$ cat src/sv/trra_pkg.sv
// Package for the tensor roll address unit.
// Register index codes and fixed field widths; no dependencies.
`timescale 1ns / 1ps

package trra_pkg;

  localparam int unsigned DataW    = 32;
  localparam int unsigned SizeRegW = 16;
  localparam int unsigned ShiftW   = 17;
  localparam int unsigned CfgIdxW  = 4;
  localparam int unsigned CfgDataW = 17;

  typedef enum logic [CfgIdxW-1:0] {
    REG_SIZE0  = 4'd0,
    REG_SIZE1  = 4'd1,
    REG_SIZE2  = 4'd2,
    REG_SIZE3  = 4'd3,
    REG_SHIFT0 = 4'd4,
    REG_SHIFT1 = 4'd5,
    REG_SHIFT2 = 4'd6,
    REG_SHIFT3 = 4'd7
  } cfg_reg_e;

endpackage

$ cat src/sv/trra_roll_cell.sv
// Per-axis roll: add shift, one wrap correction, range check; registered.
// Depends on trra_pkg for the shift width.
`timescale 1ns / 1ps

module trra_roll_cell
  import trra_pkg::*;
#(
  parameter int unsigned CW = 34,
  parameter int unsigned SB = 16
) (
  input  logic              clk_i,
  input  logic [CW-1:0]     coord_i,
  input  logic [SB-1:0]     size_i,
  input  logic [ShiftW-1:0] shift_i,
  output logic [CW-1:0]     coord_o,
  output logic              err_o
);

  logic signed [CW-1:0] sh;
  logic signed [CW-1:0] sz;
  logic signed [CW-1:0] sum;
  logic signed [CW-1:0] fixed;
  logic                 err_d;

  always_comb begin
    sh  = CW'(signed'(shift_i));
    sz  = CW'({1'b0, size_i});
    sum = signed'(coord_i) + sh;
    fixed = signed'(coord_i);
    if (shift_i != '0) begin
      if (sum >= sz) begin
        fixed = sum - sz;
      end else if (sum < 0) begin
        fixed = sum + sz;
      end else begin
        fixed = sum;
      end
    end
    err_d = (fixed < 0) || (fixed >= sz);
  end

  always_ff @(posedge clk_i) begin
    coord_o <= fixed;
    err_o   <= err_d;
  end

endmodule

$ cat config.mk
export PLATFORM = sky130hd
export DESIGN_NAME = trra_roll_cell
export DESIGN_NICKNAME = d
export VERILOG_FILES = /design/src/sv/trra_pkg.sv /design/src/sv/trra_roll_cell.sv
export SDC_FILE = /design/constraint.sdc
export NUM_CORES = 1
export LEC_CHECK = 0
export CAP_MARGIN = 5
export CORE_UTILIZATION = 60
export DETAILED_ROUTE_END_ITERATION = 10
export DONT_BUFFER_PORTS = 1
export PLACE_DENSITY = 0.79
export SYNTH_ARGS = -nofsm -noshare
export SYNTH_HDL_FRONTEND = slang
export SYNTH_SLANG_ARGS = --single-unit
$ cat constraint.sdc
create_clock -name clk_i -period 7.6 [get_ports clk_i]
set_clock_uncertainty 0.2 [all_clocks]
set_input_delay 0.76 -clock clk_i [delete_from_list [all_inputs] [get_ports clk_i]]
set_output_delay 0.76 -clock clk_i [all_outputs]
set_load 0.01 [all_outputs]
# After elaboration in Yosys (flattened, before gate mapping)
# Index checks and enable logic that the tools add are counted.
[totals] elab_cells=14 out_inout_bits=35 input_bits=68 reg_bits=35
[op_classes] muxes=3 n_reduce_logical=2 order_cmp=4 n_addsub=3
[op_table] operator="$mux W34" n=3
[op_table] operator="$add A34 B17 Y34" n=2
[op_table] operator="$ge A34 B17 Y1" n=2
[op_table] operator="$lt A34 B1 Y1 const B" n=2
[op_table] operator="$sub A34 B17 Y34" n=1
[op_table] operator="$reduce_bool A17 Y1" n=1
[op_table] operator="$logic_or A1 B1 Y1" n=1

# Depth between registers and ports, before layout
[logic_depth] depth_word=7 mapped_depth=37 depth_no_buf=36

# Least setup slack after synthesis
# Ideal clock, no wire load.
[synth_timing] kind="in2reg" start="input coord_i[3]" end="register err_o" slack_ns=-0.199 t_required_ns=7.264 setup_time_ns=0.136 arrival_time_ns=7.463 path_stages=34 n_path_buf=2 path_cell_list="ha_1 a21o_1 a21oi_2 nand2_1 a21o_1 a21o_1 a21boi_0 o21ai_0 xor2_1 ha_1 clkbuf_1 inv_1 a21oi_1 nor2_1 o21bai_1 a221o_1 nor3_2 nand4_1 o41ai_2 clkbuf_1 o221ai_1 a221oi_1 nor2_1 ha_1 a21o_1 a211o_1 a211oi_1 o31ai_1 o211ai_1 a21oi_1 a311o_1 or4_4 a2111oi_4 nand4_1"
[synth_between] elab_chain_len=7 word_cells_on_any_way=11 cone_classes="add/sub: 3; order compare: 4; mux: 3; reduce/logical: 1"
[synth_lines] element="from (decl)" line="trra_roll_cell.sv:12" source="input logic [CW-1:0] coord_i,"
[synth_lines] element="$add A34 B17 Y34 *" line="trra_roll_cell.sv:28" source="sum = signed'(coord_i) + sh;"
[synth_lines] element="$add A34 B17 Y34 or $lt A34 B1 Y1 (tied branches)" line="trra_roll_cell.sv:34, trra_roll_cell.sv:33"
[synth_lines] element="$mux W34" line="trra_roll_cell.sv:33" source="end else if (sum < 0) begin"
[synth_lines] element="$mux W34 *" line="trra_roll_cell.sv:31" source="if (sum >= sz) begin"
[synth_lines] element="$mux W34 *" line="trra_roll_cell.sv:30" source="if (shift_i != '0) begin"
[synth_lines] element="named net fixed[7]" line="trra_roll_cell.sv:22" source="logic signed [CW-1:0] fixed;"
[synth_lines] element="$lt A34 B1 Y1 or $ge A34 B17 Y1 (tied branches)" line="trra_roll_cell.sv:39" source="err_d = (fixed < 0) || (fixed >= sz);"
[synth_lines] element="$logic_or A1 B1 Y1 *" line="trra_roll_cell.sv:39"
[synth_lines] element="named net err_d" line="trra_roll_cell.sv:23" source="logic err_d;"
[synth_lines] element="to (signal assigned)" line="trra_roll_cell.sv:44" source="err_o <= err_d;"
[synth_lines] element="to (decl)" line="trra_roll_cell.sv:16" source="output logic err_o"
# The timed path passes the listed nets; every way through them passes the cells marked *.

# Worst setup path in the final report
[layout_timing] start="input coord_i[0]" end="register err_o"
# The elaborated chain is that of the path after synthesis.

==> flow_summary.json <==
{
  "die_h_um": 105.6,
  "cts_root_buf": "clkbuf_8",
  "dpl.cell_count": 1054,
  "start_kind": "primary input",
  "comb_power_share_pct": 70.2,
  "tns_ps": 0,
  "drt-total-wl_mm": 23.38,
  "min_period_ps": 7387,
  "avgSynthCellArea_um2": 7.465,
  "dr.pass1.iters": 8,
  "antenna_cells": 0,
  "drtAntennaViolNets": 0,
  "drtIter0Drc": 1043,
  "intPower_uw": 852.4,
  "area_delta_synth_final_pct": 14.82,
  "die-area_um2": 11160,
  "grt_max_degree": 45,
  "max_cap_violations": 0,
  "numCtsBuffers": 5,
  "row_count": 37,
  "fill_cells": 872,
  "syn-num-nets": 1015,
  "detail_route.vias_per_cell": 6.937,
  "final-seq-area_um2": 700.7,
  "drive_gt1_share_pct": 20.96,
  "netSwitchingPower_uw": 794.0,
  "end_kind": "flip-flop",
  "die_w_um": 105.6,
  "hold_viol_final": 0,
  "tightestPinTransition_ps": 705.8,
  "seq_area_frac_synth_pct": 10.88,
  "yosysUniqueCellTypes": 109,
  "drc_errors": 0,
  "crit_slowest_cell": "o41ai_4",
  "start_util_pct": 62.13,
  "pre_cts_slack_ps": -317.6,
  "grt_util_all_layers_pct": 40.59,
  "grt_pass1_wl_mm": 35.58,
  "cpPeakStageDelay_ps": 520,
  "relSlewSlack_pct": 52.45,
  "slew_violations": 0,
  "final_nets": 1086,
  "fmax_mhz": 135.4,
  "tritoncts": "built",
  "cp_common_cell": "a21o_1",
  "irDropWorstVdd_uv": 184.4,
  "required_ps": 7570,
  "p_leak_nw": 3.205,
  "critical_path_class": "primary input to flip-flop",
  "vias": 7429,
  "pwr-share-seq_pct": 19.2,
  "globalRoute.totalOverflow": 0,
  "holdWs_ps": 367.2,
  "first_global_vias": 6870,
  "cp_max_fo": 4,
  "ys_dominant_reg_cell": "dfxtp_1",
  "clk_path_buf_depth": 2,
  "io_pins": 103,
  "gp_congestion": 0.9755,
  "power_density_nw_per_um2": 222.6,
  "synth-seq-cells": 35,
  "htree_levels": 2,
  "core_um2": 10370,
  "finalCritPeriodShare_pct": 97.19,
  "arrival_ps": 7360,
  "min_path_type": "primary input to flip-flop",
  "fin_util_pct": 71.33,
  "synth_edf_count": 0,
  "synthCells": 863,
  "synth_warnings": 0,
  "port_buffers": 0,
  "p_clk_share_pct": 10.7,
  "instances_no_fill": 1071,
  "antenna_found_initial": 0,
  "netlist_area_um2": 6442,
  "multi_input_area_um2": 5479,
  "final-setup-viol-count": 0,
  "outcome": "complete, no violations",
  "clkSinkCount": 35,
  "clkSlewWorstSetupHoldPaths_ps": 80,
  "wire_per_inst_um": 21.83,
  "hpwl_mm": 18.95,
  "swShare_pct": 48.23,
  "fin_ws_ps": 213.2,
  "async_reset_ff_share_pct": 0
}
-- placed cells by master (no fill, tap or decap), types with 11 or more instances in the layout --
cell type  count
xnor2_1       25
nand2b_1      11
o21ai_1       12
a31oi_1       12
inv_1         37
dfxtp_1       35
a221oi_1      11
o21ai_0       39
nor3_1        19
buf_4        104
a21oi_1       66
nand2_1       89
nor2_1        81
a21o_1        26
nand4_1       17
xor2_1        13
ha_1          79
o21bai_1      11
o22ai_1       16
nand3_1       12
-- per-stage QoR --
stage                     total power, mW  area [µm²]
final                               1.646        7397
after global routing                1.748        7397
after CTS                           1.570        7221
after detailed placement            1.387        7108
after global placement              1.362        7108
after floorplan                     1.006        6477
-- state kept, by name, indices dropped and copies added (netlist names) --
signal,flops
err_o,1
coord_o,34
-- cells in the mapped netlist (all sizes together) (5+ instances only) --
cell     n  area, µm²
o22ai   16      100.1
and3     7      45.05
a21oi   74      389.1
o211ai  10      80.07
xnor2   27      244.0
or3      8      52.55
or4      6      52.55
dfxtp   35      700.7
nor2    83      314.1
nand2b  11      68.82
xor2    16      173.9
nand4   18      118.9
a21o    27      204.0
o21ai   55      282.8
ha      81       1013
or2     10      62.56
nand2   89      334.1
and4     8      73.82
and2    10      66.32
nor4    11      75.07
inv     38      142.6
nand3   13      70.07
o21bai  12      93.84
a221oi  15      155.2
a211oi  10      90.09
a31oi   12      75.07
buf     20      145.1
o31ai    5      42.54
nor2b    7      43.79
o21a     7      52.55
nor3    23      136.4
clkbuf  20      105.1
-- layout make-up --
cell class / count / area share (%)
sequential: 35 / 9.472
clock buffer: 5 / 0.9303
inverter: 38 / 1.928
multi-input combinational: 749 / 74.07
timing repair buffer: 105 / 10.71
clock inverter: 3 / 0.5920
tap: 136 / 2.300
-- power by group through the flow --
stage	sequential, mW	combinational, mW	clock (mW)
floorplan	0.310	0.695	0
global placement	0.318	1.04	0
detailed placement	0.321	1.07	0
CTS	0.317	1.07	0.180
global route	0.321	1.24	0.184
finish	0.316	1.16	0.176
-- cell families after synthesis --
logic type	after synthesis	synth area share [%]
buf+inv	79	6.292
mux	6	0.9711
flops	35	10.88
fa+ha+maj	84	16.66
simple gates	317	25.68
xor+xnor	43	6.487
compound gates	299	33.04
-- routing by layer --
layer / wire length [µm] / GRT usage, % / vias up
li1: - / - / 3392
met1: 9651 / 55.67 / 3464
met2: 10230 / 63.35 / 503
met3: 2947 / 9.586 / 70
met4: 549 / 11.01 / 0
met5: 0 / 0 / -
-- critical path, delay by kind of cell --
| family | cells | cell delay [ps] |
|---|---|---|
| AOI/OAI and AO/OA | 17 | 3310 |
| buffers and inverters | 3 | 590 |
| xor gates and xnor gates | 1 | 210 |
| adders and majority gates | 4 | 1150 |
| and+or+nand+nor | 7 | 1320 |
-- final timing paths --
| check | start | to | slack [ps] | cells past startpoint |
|---|---|---|---|---|
| min | coord_i[27] | coord_o[27] | 370 | 2 |
| max | coord_i[0] | err_o | 210 | 32 |
-- what timing repair did --
action	in CTS	in global routing
endpoints found under the setup margin	1	1
hold endpoints to repair	0	0
resized for setup	2	21
hold buffers	0	0
pin swaps	1	29
buffers inserted	0	9
Note: power is estimated with default switching activity, not from simulation.
