[src/sv/trra_div_cell.sv]
// One restoring division step: one quotient bit per cell, registered.
// Used by trra_div_chain; no package dependency.
`timescale 1ns / 1ps

module trra_div_cell #(
  parameter int unsigned IB = 32,
  parameter int unsigned SB = 16,
  parameter int unsigned SW = 32
) (
  input  logic          clk_i,
  input  logic          rst_ni,
  input  logic          valid_i,
  input  logic [SB-1:0] rem_i,
  input  logic [IB-1:0] dq_i,
  input  logic [SW-1:0] side_i,
  input  logic [SB-1:0] divisor_i,
  output logic          valid_o,
  output logic [SB-1:0] rem_o,
  output logic [IB-1:0] dq_o,
  output logic [SW-1:0] side_o
);

  logic [SB:0]   trial;
  logic [SB:0]   diff;
  logic          ge;
  logic [SB-1:0] rem_d;
  logic [IB-1:0] dq_d;

  always_comb begin
    trial = {rem_i, dq_i[IB-1]};
    diff  = trial - {1'b0, divisor_i};
    ge    = (trial >= {1'b0, divisor_i});
    rem_d = ge ? diff[SB-1:0] : trial[SB-1:0];
    dq_d  = {dq_i[IB-2:0], ge};
  end

  always_ff @(posedge clk_i or negedge rst_ni) begin
    if (!rst_ni) begin
      valid_o <= 1'b0;
    end else begin
      valid_o <= valid_i;
    end
  end

  always_ff @(posedge clk_i) begin
    rem_o  <= rem_d;
    dq_o   <= dq_d;
    side_o <= side_i;
  end

endmodule

[src/sv/trra_div_chain.sv]
// Pipelined divider: a row of IB trra_div_cell stages.
// Gives quotient and remainder of an IB-bit index by an SB-bit size.
`timescale 1ns / 1ps

module trra_div_chain #(
  parameter int unsigned IB = 32,
  parameter int unsigned SB = 16,
  parameter int unsigned SW = 32
) (
  input  logic          clk_i,
  input  logic          rst_ni,
  input  logic          valid_i,
  input  logic [IB-1:0] dividend_i,
  input  logic [SW-1:0] side_i,
  input  logic [SB-1:0] divisor_i,
  output logic          valid_o,
  output logic [IB-1:0] quot_o,
  output logic [SB-1:0] rem_o,
  output logic [SW-1:0] side_o
);

  logic          vld  [0:IB];
  logic [SB-1:0] rem  [0:IB];
  logic [IB-1:0] dq   [0:IB];
  logic [SW-1:0] side [0:IB];

  assign vld[0]  = valid_i;
  assign rem[0]  = '0;
  assign dq[0]   = dividend_i;
  assign side[0] = side_i;

  for (genvar k = 0; k < IB; k++) begin : g_cell
    trra_div_cell #(.IB(IB), .SB(SB), .SW(SW)) u_cell (
      .clk_i     (clk_i),
      .rst_ni    (rst_ni),
      .valid_i   (vld[k]),
      .rem_i     (rem[k]),
      .dq_i      (dq[k]),
      .side_i    (side[k]),
      .divisor_i (divisor_i),
      .valid_o   (vld[k+1]),
      .rem_o     (rem[k+1]),
      .dq_o      (dq[k+1]),
      .side_o    (side[k+1])
    );
  end

  assign valid_o = vld[IB];
  assign quot_o  = dq[IB];
  assign rem_o   = rem[IB];
  assign side_o  = side[IB];

endmodule

[config.mk]
export PLATFORM = sky130hd
export DESIGN_NAME = trra_div_chain
export DESIGN_NICKNAME = d
export VERILOG_FILES = /design/src/sv/trra_div_cell.sv /design/src/sv/trra_div_chain.sv
export SDC_FILE = /design/constraint.sdc
export NUM_CORES = 2
export LEC_CHECK = 0
export ABC_AREA = 1
export BUFFER_PORTS_ARGS = -buffer_cell sky130_fd_sc_hd__buf_2
export CAP_MARGIN = 0
export CORE_MARGIN = 4
export CORE_UTILIZATION = 25
export CTS_CLUSTER_DIAMETER = 80
export CTS_CLUSTER_SIZE = 16
export DETAILED_ROUTE_END_ITERATION = 8
export PLACE_DENSITY = 0.37
export RECOVER_POWER = 50
export REMOVE_ABC_BUFFERS = 1
export SLEW_MARGIN = 20
export SYNTH_ARGS = -nofsm -noshare
export SYNTH_HDL_FRONTEND = slang
export SYNTH_SLANG_ARGS = --single-unit
[constraint.sdc]
create_clock -name clk_i -period 1.75 [get_ports clk_i]
set_input_delay 0.525 -clock clk_i [delete_from_list [all_inputs] [get_ports clk_i]]
set_output_delay 0.525 -clock clk_i [all_outputs]
set_load 0.02 [all_outputs]
======== After elaboration in Yosys (flattened, before gate mapping) ========
Index checks and enable logic that the tools add are counted.
operators by class
  multiplexer cells ....................... 32
  order comparisons ....................... 32
  bitwise logic cells ..................... 0
  equality and inequality tests ........... 0
  shift operators ......................... 0
  multipliers ............................. 0
  divide/modulo/power cells ............... 0
  reductions and logical operators ........ 0
  $add $sub $neg .......................... 32
operators by type and width
  kind              count
  $ge A17 B16 Y1    31
  $mux W16          31
  $sub A16 B16 Y16  31
  $ge A1 B16 Y1     1
  $sub A1 B16 Y16   1
  $mux W1           1
storage, ports and cells
  bits of input ports ..................... 83
  register bits ........................... 2592
  memories kept ........................... 0
  ROM bits ................................ 0
  output and inout port bits .............. 81
  bits in latches ......................... 0
  memory bits (writable) .................. 0
  word-level logic and storage cells ...... 225

======== Logic depth before layout (Yosys ltp) ========
  depth in word-level cells ............... 2
  depth in mapped cells ................... 15
  mapped depth without buffers ............ 13

======== Cells and area by module ========
From an unflattened synthesis, not the netlist that was laid out.
second synthesis, totals
  cells, all modules ...................... 11228
  area total of the unflattened synthesis .. 95369.0 µm²
by module, submodules not included
  module                                  seq. area each (µm²)  cells each  instances  area an instance (µm²)
  trra_div_cell at g_cell[14].u_cell ...  1626.6                350         23         2945.3
  trra_div_cell at g_cell[0].u_cell ...   1626.6                353         9          3069.2
  trra_div_chain                          0.0                   1           1          3.8

======== Least setup slack after synthesis ========
Ideal clock, no wire load.
  path kind ............................... input to register
  from .................................... input divisor_i[2]
  to ...................................... register g_cell[22].u_cell.rem_o[4]
  arrival time ............................ 2.440 ns
  path buffers ............................ 2
  path slack .............................. -0.802 ns
  required time ........................... 1.638 ns
  cell stages on the path ................. 14
  cells stage by stage .................... inv_1 ha_1 clkbuf_2 nand2_1 nand2_1 nand2_1 nand3_1 nand2_1 nand3_1 nand2_2 nand2_4 buf_6 nand2_1 nand2_1
on the way
  word-level cells in the longest chain between the ends .. 2
ends and longest elaborated chain
  element                         RTL line              source
  start: declaration              trra_div_chain.sv:15  input logic [SB-1:0] divisor_i,
  $ge A17 B16 Y1                  trra_div_cell.sv:32   ge = (trial >= {1'b0, divisor_i});
  via g_cell[22].u_cell.ge        trra_div_cell.sv:25   logic ge;
  $mux W16                        trra_div_cell.sv:33   rem_d = ge ? diff[SB-1:0] : trial[SB-1:0];
  via g_cell[22].u_cell.rem_d[4]  trra_div_cell.sv:26   logic [SB-1:0] rem_d;
  end signal: assignment          trra_div_cell.sv:46   rem_o <= rem_d;
  end: declaration                trra_div_cell.sv:18   output logic [SB-1:0] rem_o,
The timed path passes the listed nets, and every way through them passes these cells.
A chain may end at the register's enable or synchronous reset.

======== Worst setup path in the final report ========
  from .................................... register g_cell[31].u_cell.side_o[20]
  to ...................................... output side_o[20]
RTL lines
  element                   RTL line              source
  start: declaration        trra_div_cell.sv:20   output logic [SW-1:0] side_o
  start signal: assignment  trra_div_cell.sv:48   side_o <= side_i;
  end: declaration          trra_div_chain.sv:19  output logic [SW-1:0] side_o
No word-level cell between the ends.

==> summary.txt <==
========================================================================================
Number of maximum-capacitance violations                                               0
Clock-pin slew on the worst setup and hold paths                                 0.07 ns
Clk Latency, worst-skew pair                                                     0.94 ns
Via count of the first global-routing pass                                         73940
Antenna violations before repair                                                      14
I/O Buffers                                                                          163
Relative max-transition margin                                                    0.5470
Area contributors post-synth                                                dfxtp_1, nand2_1, ha_1, inv_1, nand3_1
Count of flip-flops with a built-in enable after synthesis                             0
GRT Overall Usage                                                                 0.1398
Start point of the worst min-delay path                                     divisor_i[8]
Initial DRC count                                                                   3387
Critical Path Source Type                                                           flop
Setup repair after global routing missed its margin                                  yes
Sum of net half-perimeters after detailed placement                            202500 µm
Ordered cell list for the critical path                                            buf_6
Power per standard cell area                                                 1634 mW/mm²
Distinct cell type count after synthesis                                              47
Highest ir drop seen on vdd                                                    0.8758 mV
CP arrival                                                                       1.38 ns
Area of the die                                                               0.3809 mm²
Data required time of the worst path                                             1.22 ns
Final critical delay including setup and external delays                        1.909 ns
Metal3 WL                                                                        8914 µm
Commonest non-fill, non-tap cell in the layout                                   nand2_1
Routability-driven placement congestion ratio                                     0.8686
H-tree levels                                                                          4
Root Driver                                                                    clkbuf_16
Highest layer used for signal routing                                               met5
Antenna viol nets, final                                                               0
Final period util                                                                  1.091
Netlist area before placement                                                0.09278 mm²
Area post-placement                                                           0.1134 mm²
Avg WL per Cell                                                                 15.19 µm
Type of the worst setup path                                                flop to output port
Setup slack of the critical path after layout                                 -0.1592 ns
Clock net sink count                                                                2592
Routed length on met1                                                          134400 µm
Maximum fanout count along the critical path                                           1
Most frequent cells in the layout                                           nand2_1, dfxtp_1, buf_4, inv_1, nand2_2
Final #Nets                                                                        13940
Total DRC errors in the routed layout                                                  0
Pre-CTS setup slack                                                            -1.150 ns
Number of cell rows                                                                  223
Largest delay share family, worst path                                        flip-flops
Source of the critical timing path                                          g_cell[31].u_cell.side_o[20]
Setup clock skew after layout                                                 0.05726 ns
Top cell type by total area after synthesis                                      dfxtp_1
Via density per instance                                                           4.030
Die Y                                                                           617.2 µm
Footprint of the flip-flops and latches                                      0.05298 mm²
Setup total negative slack                                                     -12.59 ns
Cell with the biggest individual delay on the critical path                      dfxtp_2
Least-Margin Pin Slew                                                          0.6795 ns
Starting Density                                                                  0.2511
Part of the Yosys area used for sequential elements                               0.5610
Total grt overflow                                                                     0
Top-level port count                                                                 164
Worst hold margin                                                              0.1861 ns
Violated checks                                                             negative setup slack
Wire length of the first global-routing pass                                   421900 µm
Width of the die                                                                617.2 µm
Overall routed net length                                                      279000 µm
Mapped Cells                                                                       10820
Area Overhead vs Synth                                                            49.37%
Total met2 wirelength after detailed routing                                   128500 µm
Post-route core utilization                                                       0.3751
Crit path largest cell delay                                                     0.32 ns
Flip-flop and latch count after synthesis                                           2592
Result of the run                                                           finished, violations left
Static leakage                                                                0.06673 µW
Clk buf depth                                                                          4
Critical R2R Launch                                                         g_cell[24].u_cell.rem_o[6]
CTS tree                                                                           built
Core Area                                                                     0.3694 mm²
Number of hold violations in the final report                                          0
Area of all placed cells without fillers                                      0.1386 mm²
Footprint of the multi-input gates                                           0.04656 mm²
Synth Area per Inst                                                            8.574 µm²
Number of setup violations in the final report                                       190
Asr flop ratio synth                                                             0.01235
Most frequently used flop master after synthesis                                 dfxtp_1
Yosys warnings                                                                         0
Pin count of the biggest net entering global routing                                  33
Final-layout fill cell count                                                       37140
Sort of element at the end of the critical path                              output port
Share of post-route cells with drive strength above 1                             0.4018
Number of search-and-repair iterations in the first detailed-routing pass              6
Share of the synthesized area in the top cell type                                0.5524
Max frequency                                                                  523.8 MHz
Number of pins exceeding their max-slew limit in the final report                      0
TritonCTS buffer count                                                               216
Vias                                                                               74030
Buffer and inverter count on the worst path                                            1
Worst min path class                                                        input pin to flop
========================================================================================
-- worst paths after layout --
| kind | to | slack, ns | depth (start not counted) |
|---|---|---|---|
| worst max-delay path | side_o[20] | -0.16 | 1 |
| worst min-delay path | g_cell[0].u_cell.rem_o[14] | 0.19 | 5 |
| worst max register to register | g_cell[25].u_cell.rem_o[9] | -0.06 | 14 |
| worst min register to register | g_cell[25].u_cell.dq_o[28] | 0.29 | 0 |
| max in group asynchronous | g_cell[3].u_cell.valid_o | 1.07 | 2 |
| min in group asynchronous | g_cell[0].u_cell.valid_o | 0.23 | 2 |
-- what timing repair did --
| action | in CTS | in global routing |
|---|---|---|
| gates resized for setup | 1776 | 1676 |
| hold endpoints to repair | 97 | 0 |
| setup endpoints to repair | 592 | 592 |
| hold buffers | 66 | 0 |
| buffers inserted | 150 | 183 |
| gates cloned | 30 | 33 |
| pin swaps | 403 | 767 |
-- metrics by stage --
step / cells / power, µW
floorplan: 10680 / 115600
CTS: 18180 / 216200
detailed placement: 17630 / 155000
global route: 18370 / 242800
global placement: 17630 / 155200
finish: 18370 / 226400
-- cell type report --
type,count,area share
sequential,2592,0.3823
tap,4950,0.04469
clock buffer,231,0.04015
antenna,3,0.00005417
inverter,1512,0.04159
clock inverter,75,0.007268
timing repair buffer,2396,0.1479
timing repair inverter,1,0.00006320
multi-input combinational,6612,0.3360
-- cells by family (layout without fill, tap and decap cells) --
family,after synthesis,count (layout),synth area share
and+or+nand+nor,5525,5561,0.2547
DFF,2592,2592,0.5610
buffers and inverters,1652,4215,0.07300
adders and majority gates,529,529,0.07385
AOI/OAI and AO/OA,321,321,0.01845
xor gates and xnor gates,201,201,0.01898
other,0,3,0
-- registers in the layout, summed over array words and instances, names as in the netlist --
name / flops
g_cell.u_cell.valid_o: 32
g_cell.u_cell.side_o: 1024
g_cell.u_cell.dq_o: 1024
g_cell.u_cell.rem_o: 512
-- synth_stat cells (all sizes together) (10+ instances only) --
library cell  instances
nor2                508
or2                  32
inv                1512
and3                 10
nand2              3831
dfxtp              2560
dfrtp                32
xnor2                74
o21a                 26
a21oi               269
o21ai                16
ha                  498
nand3b               61
nand4               117
and2                 18
xor2                127
nor3                 92
fa                   31
nand3               841
buf                 133
-- report_power, final --
| group | internal (µW) | switching [µW] |
|---|---|---|
| Clock | 24200 | 22300 |
| Sequential | 69900 | 7250 |
| Combinational | 50500 | 52300 |
-- layer usage --
| layer | track usage | up-vias |
|---|---|---|
| met5 | 0 | - |
| met4 | 0.03602 | 4 |
| met3 | 0.01767 | 384 |
| met2 | 0.2309 | 962 |
| met1 | 0.1922 | 34230 |
| li1 | - | 38460 |
(Power assumes the default switching activity.)
