--- config.mk ---
export PLATFORM = sky130hd
export DESIGN_NAME = trra_mac_cell
export DESIGN_NICKNAME = d
export VERILOG_FILES = /design/src/sv/trra_mac_cell.sv
export SDC_FILE = /design/constraint.sdc
export NUM_CORES = 1
export LEC_CHECK = 0
export BUFFER_PORTS_ARGS = -buffer_cell sky130_fd_sc_hd__buf_2
export CAP_MARGIN = 40
export CELL_PAD_IN_SITES_DETAIL_PLACEMENT = 0
export CELL_PAD_IN_SITES_GLOBAL_PLACEMENT = 1
export CORE_UTILIZATION = 46
export CTS_CLUSTER_SIZE = 30
export DETAILED_ROUTE_END_ITERATION = 10
export GPL_TIMING_DRIVEN = 0
export PLACE_DENSITY = 0.94
export SYNTH_ARGS = -nofsm -noshare
export SYNTH_HDL_FRONTEND = slang
export SYNTH_SLANG_ARGS = --single-unit
--- constraint.sdc ---
create_clock -name clk_i -period 0.8 [get_ports clk_i]
set_clock_uncertainty 0.2 [all_clocks]
set_input_delay 0.08 -clock clk_i [delete_from_list [all_inputs] [get_ports clk_i]]
set_output_delay 0.08 -clock clk_i [all_outputs]
set_load 0.02 [all_outputs]
--- src/sv/trra_mac_cell.sv ---
// Address accumulate step: acc * size + coord modulo 2^IB, registered.
// Three of these in a row build the row-major address.
`timescale 1ns / 1ps

module trra_mac_cell #(
  parameter int unsigned IB = 32,
  parameter int unsigned SB = 16,
  parameter int unsigned SW = 33
) (
  input  logic          clk_i,
  input  logic          rst_ni,
  input  logic          valid_i,
  input  logic [IB-1:0] acc_i,
  input  logic [SB-1:0] coef_i,
  input  logic [IB-1:0] add_i,
  input  logic [SW-1:0] side_i,
  output logic          valid_o,
  output logic [IB-1:0] acc_o,
  output logic [SW-1:0] side_o
);

  logic [IB+SB-1:0] prod;
  logic [IB-1:0]    acc_d;

  always_comb begin
    prod  = {{SB{1'b0}}, acc_i} * {{IB{1'b0}}, coef_i};
    acc_d = prod[IB-1:0] + add_i;
  end

  always_ff @(posedge clk_i or negedge rst_ni) begin
    if (!rst_ni) begin
      valid_o <= 1'b0;
    end else begin
      valid_o <= valid_i;
    end
  end

  always_ff @(posedge clk_i) begin
    acc_o  <= acc_d;
    side_o <= side_i;
  end

endmodule

After elaboration in Yosys (flattened, before gate mapping)
Cells that the tools add are included.
{"block": "word_totals", "register_bits": 66, "in_bits": 116, "out_inout_bits": 66, "word_cells": 5}
{"block": "classes", "n_addsub": 1, "mul": 1}
{"operator": "$add A32 B32 Y32", "count": 1}
{"operator": "$mul A32 B16 Y32", "count": 1}

Logic depth before layout (Yosys ltp)
Gate-level depths: netlist (run 1).
{"block": "depth", "depth_word": 2, "depth_mapped": 25, "depth_no_buf": 22}

Worst setup path after synthesis (run 1)
No wires, ideal clock.
{"block": "synth_timing", "kind": "in2reg", "startpoint": "input port coef_i[4]", "endpoint": "register acc_o[31]", "setup_time_ns": 0.120, "arrival_time_ns": 5.504, "t_required_ns": 0.480, "slack_ns": -5.024, "cell_stages": 24, "n_path_buf": 3, "path_cell_list": "clkbuf_1 clkbuf_1 nand2_1 fa_1 inv_1 fa_1 inv_1 fa_1 inv_1 fa_1 fa_1 inv_1 fa_1 inv_1 ha_1 buf_2 a21oi_2 nor2_1 o21a_1 or4_1 o21ai_2 o2111ai_1 a21oi_1 xnor2_1"}
{"block": "synth_between", "elab_chain_len": 2}
{"item": "start: declaration", "line": "14", "rtl": "input logic [SB-1:0] coef_i,"}
{"item": "$mul A32 B16 Y32", "line": "26", "rtl": "prod = {{SB{1'b0}}, acc_i} * {{IB{1'b0}}, coef_i};"}
{"item": "$add A32 B32 Y32", "line": "27", "rtl": "acc_d = prod[IB-1:0] + add_i;"}
{"item": "named net acc_d[31]", "line": "23", "rtl": "logic [IB-1:0] acc_d;"}
{"item": "end signal: assignment", "line": "39", "rtl": "acc_o <= acc_d;"}
{"item": "end: declaration", "line": "18", "rtl": "output logic [IB-1:0] acc_o,"}
The timed path passes the listed nets, and every way through them passes these cells.

Worst setup path in the final report (run 1)
{"block": "layout_timing", "startpoint": "input port coef_i[3]", "endpoint": "register acc_o[31]"}
Same word-level chain as after synthesis.

==> metrics.yaml, run 1 <==
cts_hold_buf: 35
grt_max_degree: 13
tritoncts: "built"
ys_ff_latch: 66
critPathCaptureType: "register"
fin_crit_ns: 5.61
cts_buffer_depth: 2
synth.area.top_cells: "fa_1 48%, inv_1 12%, dfxtp_1 9.4%"
yosys-top-cells-count: "443 x inv_1, 334 x fa_1, 261 x nand2_1, 138 x and2_1, 68 x ha_1"
multi_input_area_sq_um: 11600
finalCritPeriodShare: 7.01
antenna_left: 0
yosysTopAreaCell: "fa_1"
start_util: 0.468
violations: "hold timing, setup timing"
crit_top_cell: "fa_1"
drv_cap: 0
hold_violations: 2
avgRoutedWirePerCell_um: 20.1
die_h_um: 176
synth_top_area_share: 0.482
relSlewSlack: 0.521
synth_edf_count: 0
start_kind: "primary input"
clock-sinks: 66
path_max_fanout: 8
gp_congestion: 0.956
port_buffers: 177
track_usage: 0.303
final_util: 0.656
dp_slack_ns: -6.16
status: "complete, but fails checks"
setup_viol: 97
area_delta_synth_final_pct: 40.2
clock.fmax_ghz: 0.178
vias: 11800
first_global_vias: 12800
yosysMostFrequentCell: "inv_1"
critPathBufInv: 8
syn_nets: 2065
grt_pass1_wl_mm: 69.0
layout-drive-gt1-share: 0.332
synth_warnings: 0
async_flop_share: 0.0152
ys_seq_area_frac: 0.0956
hold_depth: 2
antenna_found_initial: 1
tightest_slew_ns: 0.719
routed_wl_mm: 46.0
netlist_area_sq_um: 13900
setup_ws_ns: -4.81
clk_pin_slew_ns: 0.08
regArea_sq_um: 1410
cp_num_cells: 24
synthFlopType: "dfxtp_1"
drc: 0
postSynthCellCount: 1547
cpLargestDelayFamily: "adder cells"
die_area_sq_um: 30900
timing.hold.ws_ns: -0.249
n_fill_cell: 2317
dp_hpwl_mm: 32.7
cp_slowest_cell: "fa_1"
cts_made_buffers: 9
slew_viol_final: 0
fp-row-count: 63
grt_setup_unrepaired: "true"
slowest_delay_ns: 0.54
ys_types: 49
avgSynthCellArea_sq_um: 8.97
hp-class: "in -> reg"
required_ns: 0.85
root_buffer: "clkbuf_16"
htreeDepth: 3
via_per_inst: 5.18
first_pass_iters: 5
fin_cells: 2285
grt_overflow: 0
crit_type: "in -> reg"
dp.cells: 2114
core_area_sq_um: 29600
die_w_um: 176
arrival_ns: 5.66
fin_nets: 2407
ios: 182
cp_cell_sequence: "buf_6, clkbuf_16, clkbuf_16, nand2_4, fa_1, fa_1, fa_1, inv_2, fa_1, fa_1, inv_2, fa_1, inv_2, ha_4, nand4_1, buf_4, buf_6, nor2_4, nand4_1, o221ai_4, o21ai_4, o2111ai_4, a21oi_2, xnor2_1"
drt_iter0_markers: 778
==> layout make-up <==
type                    count  area share
clock buffers              10      0.0118
plain buffers              61      0.0544
well taps                 390      0.0251
inverters                 443      0.0856
multi-input cells         975       0.594
flip-flops and latches     66      0.0724
clock inverters             6     0.00219
diodes                      1    0.000129
repair buffers            333       0.154
==> kinds of logic after synthesis <==
family	Yosys count	share of synthesized area
buffers and inverters	506	0.137
and+or+nand+nor	448	0.153
adders and majority gates	402	0.543
AOI/OAI and AO/OA	73	0.0387
DFF	66	0.0956
xor gates and xnor gates	52	0.0328
==> metrics by stage <==
step / setup TNS [ns] / cell area [sq um]
2_1_floorplan: -114.31 / 14300
3_3_place_gp: -141.19 / 15700
3_5_place_dp: -143.55 / 15700
4_1_cts: -136.73 / 18500
5_1_grt: -141.32 / 19400
6_report: -136.55 / 19400
==> state kept, by name, indices dropped and copies added (netlist names) <==
name	cells
side_o	33
acc_o	32
valid_o	1
==> path summary, 6_finish.rpt <==
path,from,end
min in group asynchronous,rst_ni,valid_o
max in group asynchronous,rst_ni,valid_o
worst min-delay path,add_i[0],acc_o[0]
worst max-delay path,coef_i[3],acc_o[31]
==> repair_timing <==
item,in CTS,in global routing
gates cloned,5,2
endpoints found under the setup margin,97,97
setup buffers,68,48
gates resized for setup,444,177
pin swaps,78,93
hold endpoints to repair,37,2
==> cells in the final DEF, fill, tap and decap left out, types with 24 or more instances in the layout <==
| cell type | n |
|---|---|
| inv_2 | 34 |
| nand2_1 | 246 |
| buf_2 | 81 |
| dlygate4sd3_1 | 35 |
| inv_1 | 408 |
| buf_4 | 89 |
| buf_8 | 24 |
| and2_4 | 25 |
| dfxtp_2 | 65 |
| xnor2_1 | 43 |
| buf_6 | 107 |
| ha_4 | 30 |
| ha_1 | 32 |
| and2_1 | 113 |
| fa_1 | 318 |
| clkbuf_16 | 33 |
==> per-layer routing <==
layer  up-vias  global-route usage  wire (um)
met2       612               0.528      22900
met4         0               0.147       2460
met1      6009               0.356      16600
li1       5064                   -          -
met5         -                   0          0
met3       161              0.0593       3970
Power of run 1 is not shown: default switching activity piles up to over one toggle a cycle in this logic, so the estimate is an artifact.
==> inputs of run 2 (changes only) <==
--- a/config.mk
+++ b/config.mk
@@ -14,6 +14,7 @@
 export DETAILED_ROUTE_END_ITERATION = 10
 export GPL_TIMING_DRIVEN = 0
 export PLACE_DENSITY = 0.94
+export REMOVE_ABC_BUFFERS = 1
 export SYNTH_ARGS = -nofsm -noshare
 export SYNTH_HDL_FRONTEND = slang
 export SYNTH_SLANG_ARGS = --single-unit
==> run 2 against run 1 <==
The flow still finishes with violations (hold timing, setup timing). Sequential cell count did not move. Via count fell by 4.1%. Sequential share of layout area rose by 0.35 points. Non-clock buffer count fell by 92. Utilization fell by 3.1 points. Final cell count fell by 4.1%. Global-route usage fell by 2.3 points. Critical endpoint is now acc_o[30]. Largest cell class unchanged. Critical path type unchanged.
==> metrics.yaml, run 2 (synthesis results as in run 1) <==
layout-drive-gt1-share: 0.284  # -0.0485
crit_type: "in -> reg"
reg_top3: "side_o x33, acc_o x32, valid_o x1"
critPathBufInv: 5  # -3
grt_max_degree: 27  # +14
htreeDepth: 3  # unchanged
dp.cells: 2055  # -2.8%
dp_hpwl_mm: 26.3  # -20%
drc: 0  # unchanged
grt_use_met1: 0.343  # -0.0132
die_h_um: 176  # unchanged
track_usage: 0.279  # -0.0233
clk_pin_slew_ns: 0.07  # about the same
drv_cap: 0  # unchanged
clock.fmax_ghz: 0.183  # +2.8%
first_global_vias: 12500  # -2.4%
start_kind: "primary input"
n_antenna_cell: 0  # -1
cts_buffer_depth: 2  # unchanged
met2_usage: 0.498  # -0.0300
multi_input_area_sq_um: 11400  # -1.5%
gp_congestion: 0.838  # -12%
core_area_sq_um: 29600  # unchanged
ios: 182  # unchanged
cp_cell_sequence: "buf_16, and2_4, fa_1, inv_2, fa_1, inv_2, fa_1, fa_1, fa_1, inv_1, fa_1, inv_2, ha_4, nand4_1, nor4b_2, o311ai_2, nand3_2, a311o_1, a31o_1, a21oi_2, xnor2_2"
avgRoutedWirePerCell_um: 19.3  # -4.2%
setup_viol: 97  # unchanged
port_buffers: 181  # +2.3%
die_area_sq_um: 30900  # unchanged
fp-row-count: 63  # unchanged
area_delta_synth_final_pct: 33.5
root_buffer: "clkbuf_16"
fin_tns_setup_ns: -129.62  # +6.93 ns
path_max_fanout: 10  # +2
relSlewSlack: 0.739  # +0.218
slowest_delay_ns: 0.55  # about the same
largest-register: "side_o"
largest_reg_flops: 33  # unchanged
timing.hold.ws_ns: -0.210  # +0.0384 ns
crit_top_cell: "fa_1"
tritoncts: "built"
regArea_sq_um: 1410  # about the same
tightest_slew_ns: 0.391  # -0.327 ns
finalCritPeriodShare: 6.82  # -0.190
required_ns: 0.82  # -0.03 ns
setup_ws_ns: -4.65  # +0.152 ns
status: "complete, but fails checks"
fin_crit_ns: 5.45  # -0.152 ns
arrival_ns: 5.47  # -0.19 ns
cp_slowest_cell: "fa_1"
n_fill_cell: 2294  # -0.99%
hp-class: "in -> reg"
start_util: 0.468  # unchanged
placed_area_sq_um: 15000  # -4.2%
routed_wl_mm: 42.3  # -8.1%
layout.cell_area.non_filler_sq_um: 18500  # -4.7%
vias: 11400  # -4.1%
grt_pass1_wl_mm: 65.5  # -5.1%
die_w_um: 176  # unchanged
fin_nets: 2315  # -3.8%
drt_iter0_markers: 766  # -1.5%
critPathCaptureType: "register"
hold_violations: 2  # unchanged
gr-usage-met3: 0.0554  # -0.00390
grt_overflow: 0  # unchanged
cts_hold_buf: 35  # unchanged
violations: "hold timing, setup timing"
grt-busiest-layer: "met2"
via_per_inst: 5.18  # about the same
first_pass_iters: 6  # +1
clock-sinks: 66  # unchanged
layout_common_cells: "415 x inv_1, 320 x fa_1, 254 x nand2_1"
fin_cells: 2192  # -4.1%
cts_made_buffers: 9  # unchanged
cpLargestDelayFamily: "adder cells"
final_common_cell: "inv_1"
grt_setup_unrepaired: "true"
slew_viol_final: 0  # unchanged
antenna_found_initial: 0  # -1
antenna_left: 0  # unchanged
[run 2: cell count changes in the layout (fill, tap and decap cells not counted), moves of 5 or more]
cell,delta
nand2_2,-5
bufbuf_16,+5
inv_1,+7
clkbuf_8,-15
clkbuf_16,-21
inv_2,-6
nand2_1,+8
buf_8,-23
buf_6,-23
buf_4,-23
buf_16,+24
buf_2,-6
clkbuf_4,-6
[run 2: metal layers]
metal  up-vias  routed length, um
met5         -                  0
met4         0               1160
met3       112               3630
met2       553              22000
met1      5819              15500
li1       4881                  -
[run 2: layout make-up]
type                            count  share of cell area
Clock buffer                        9              0.0122
Clock inverter                      7             0.00540
Inverter                          443              0.0897
Multi-Input combinational cell    975               0.615
Sequential cell                    66              0.0759
Tap cell                          390              0.0263
Timing Repair Buffer              302               0.176
[run 2: worst paths after layout]
| check | start | to | slack [ns] | depth (start not counted) |
|---|---|---|---|---|
| max | acc_i[3] | acc_o[30] | -4.65 | 21 |
| min in group asynchronous | rst_ni | valid_o | -0.13 | 2 |
| min | add_i[0] | acc_o[0] | -0.21 | 2 |
| max in group asynchronous | rst_ni | valid_o | 0.45 | 2 |
[run 2: metrics by stage]
| stage | utilization | setup WS, ns | hold slack (ns) |
|---|---|---|---|
| 4_1_cts | 0.606 | -4.63 | -0.223 |
| 3_5_place_dp | 0.507 | -5.89 | -0.344 |
| 6_report | 0.625 | -4.65 | -0.210 |
| 3_3_place_gp | 0.507 | -5.79 | -0.346 |
| 5_1_grt | 0.625 | -4.80 | -0.207 |
| 2_1_floorplan | - | -4.52 | -0.416 |
[run 2: repair_timing]
item,CTS,global route
setup buffers,47,25
endpoints found under the hold margin,36,2
pin swaps,68,89
cloned,12,3
endpoints found under the setup margin,98,97
resized for setup,444,90
Power of run 2 is left out for the same reason.
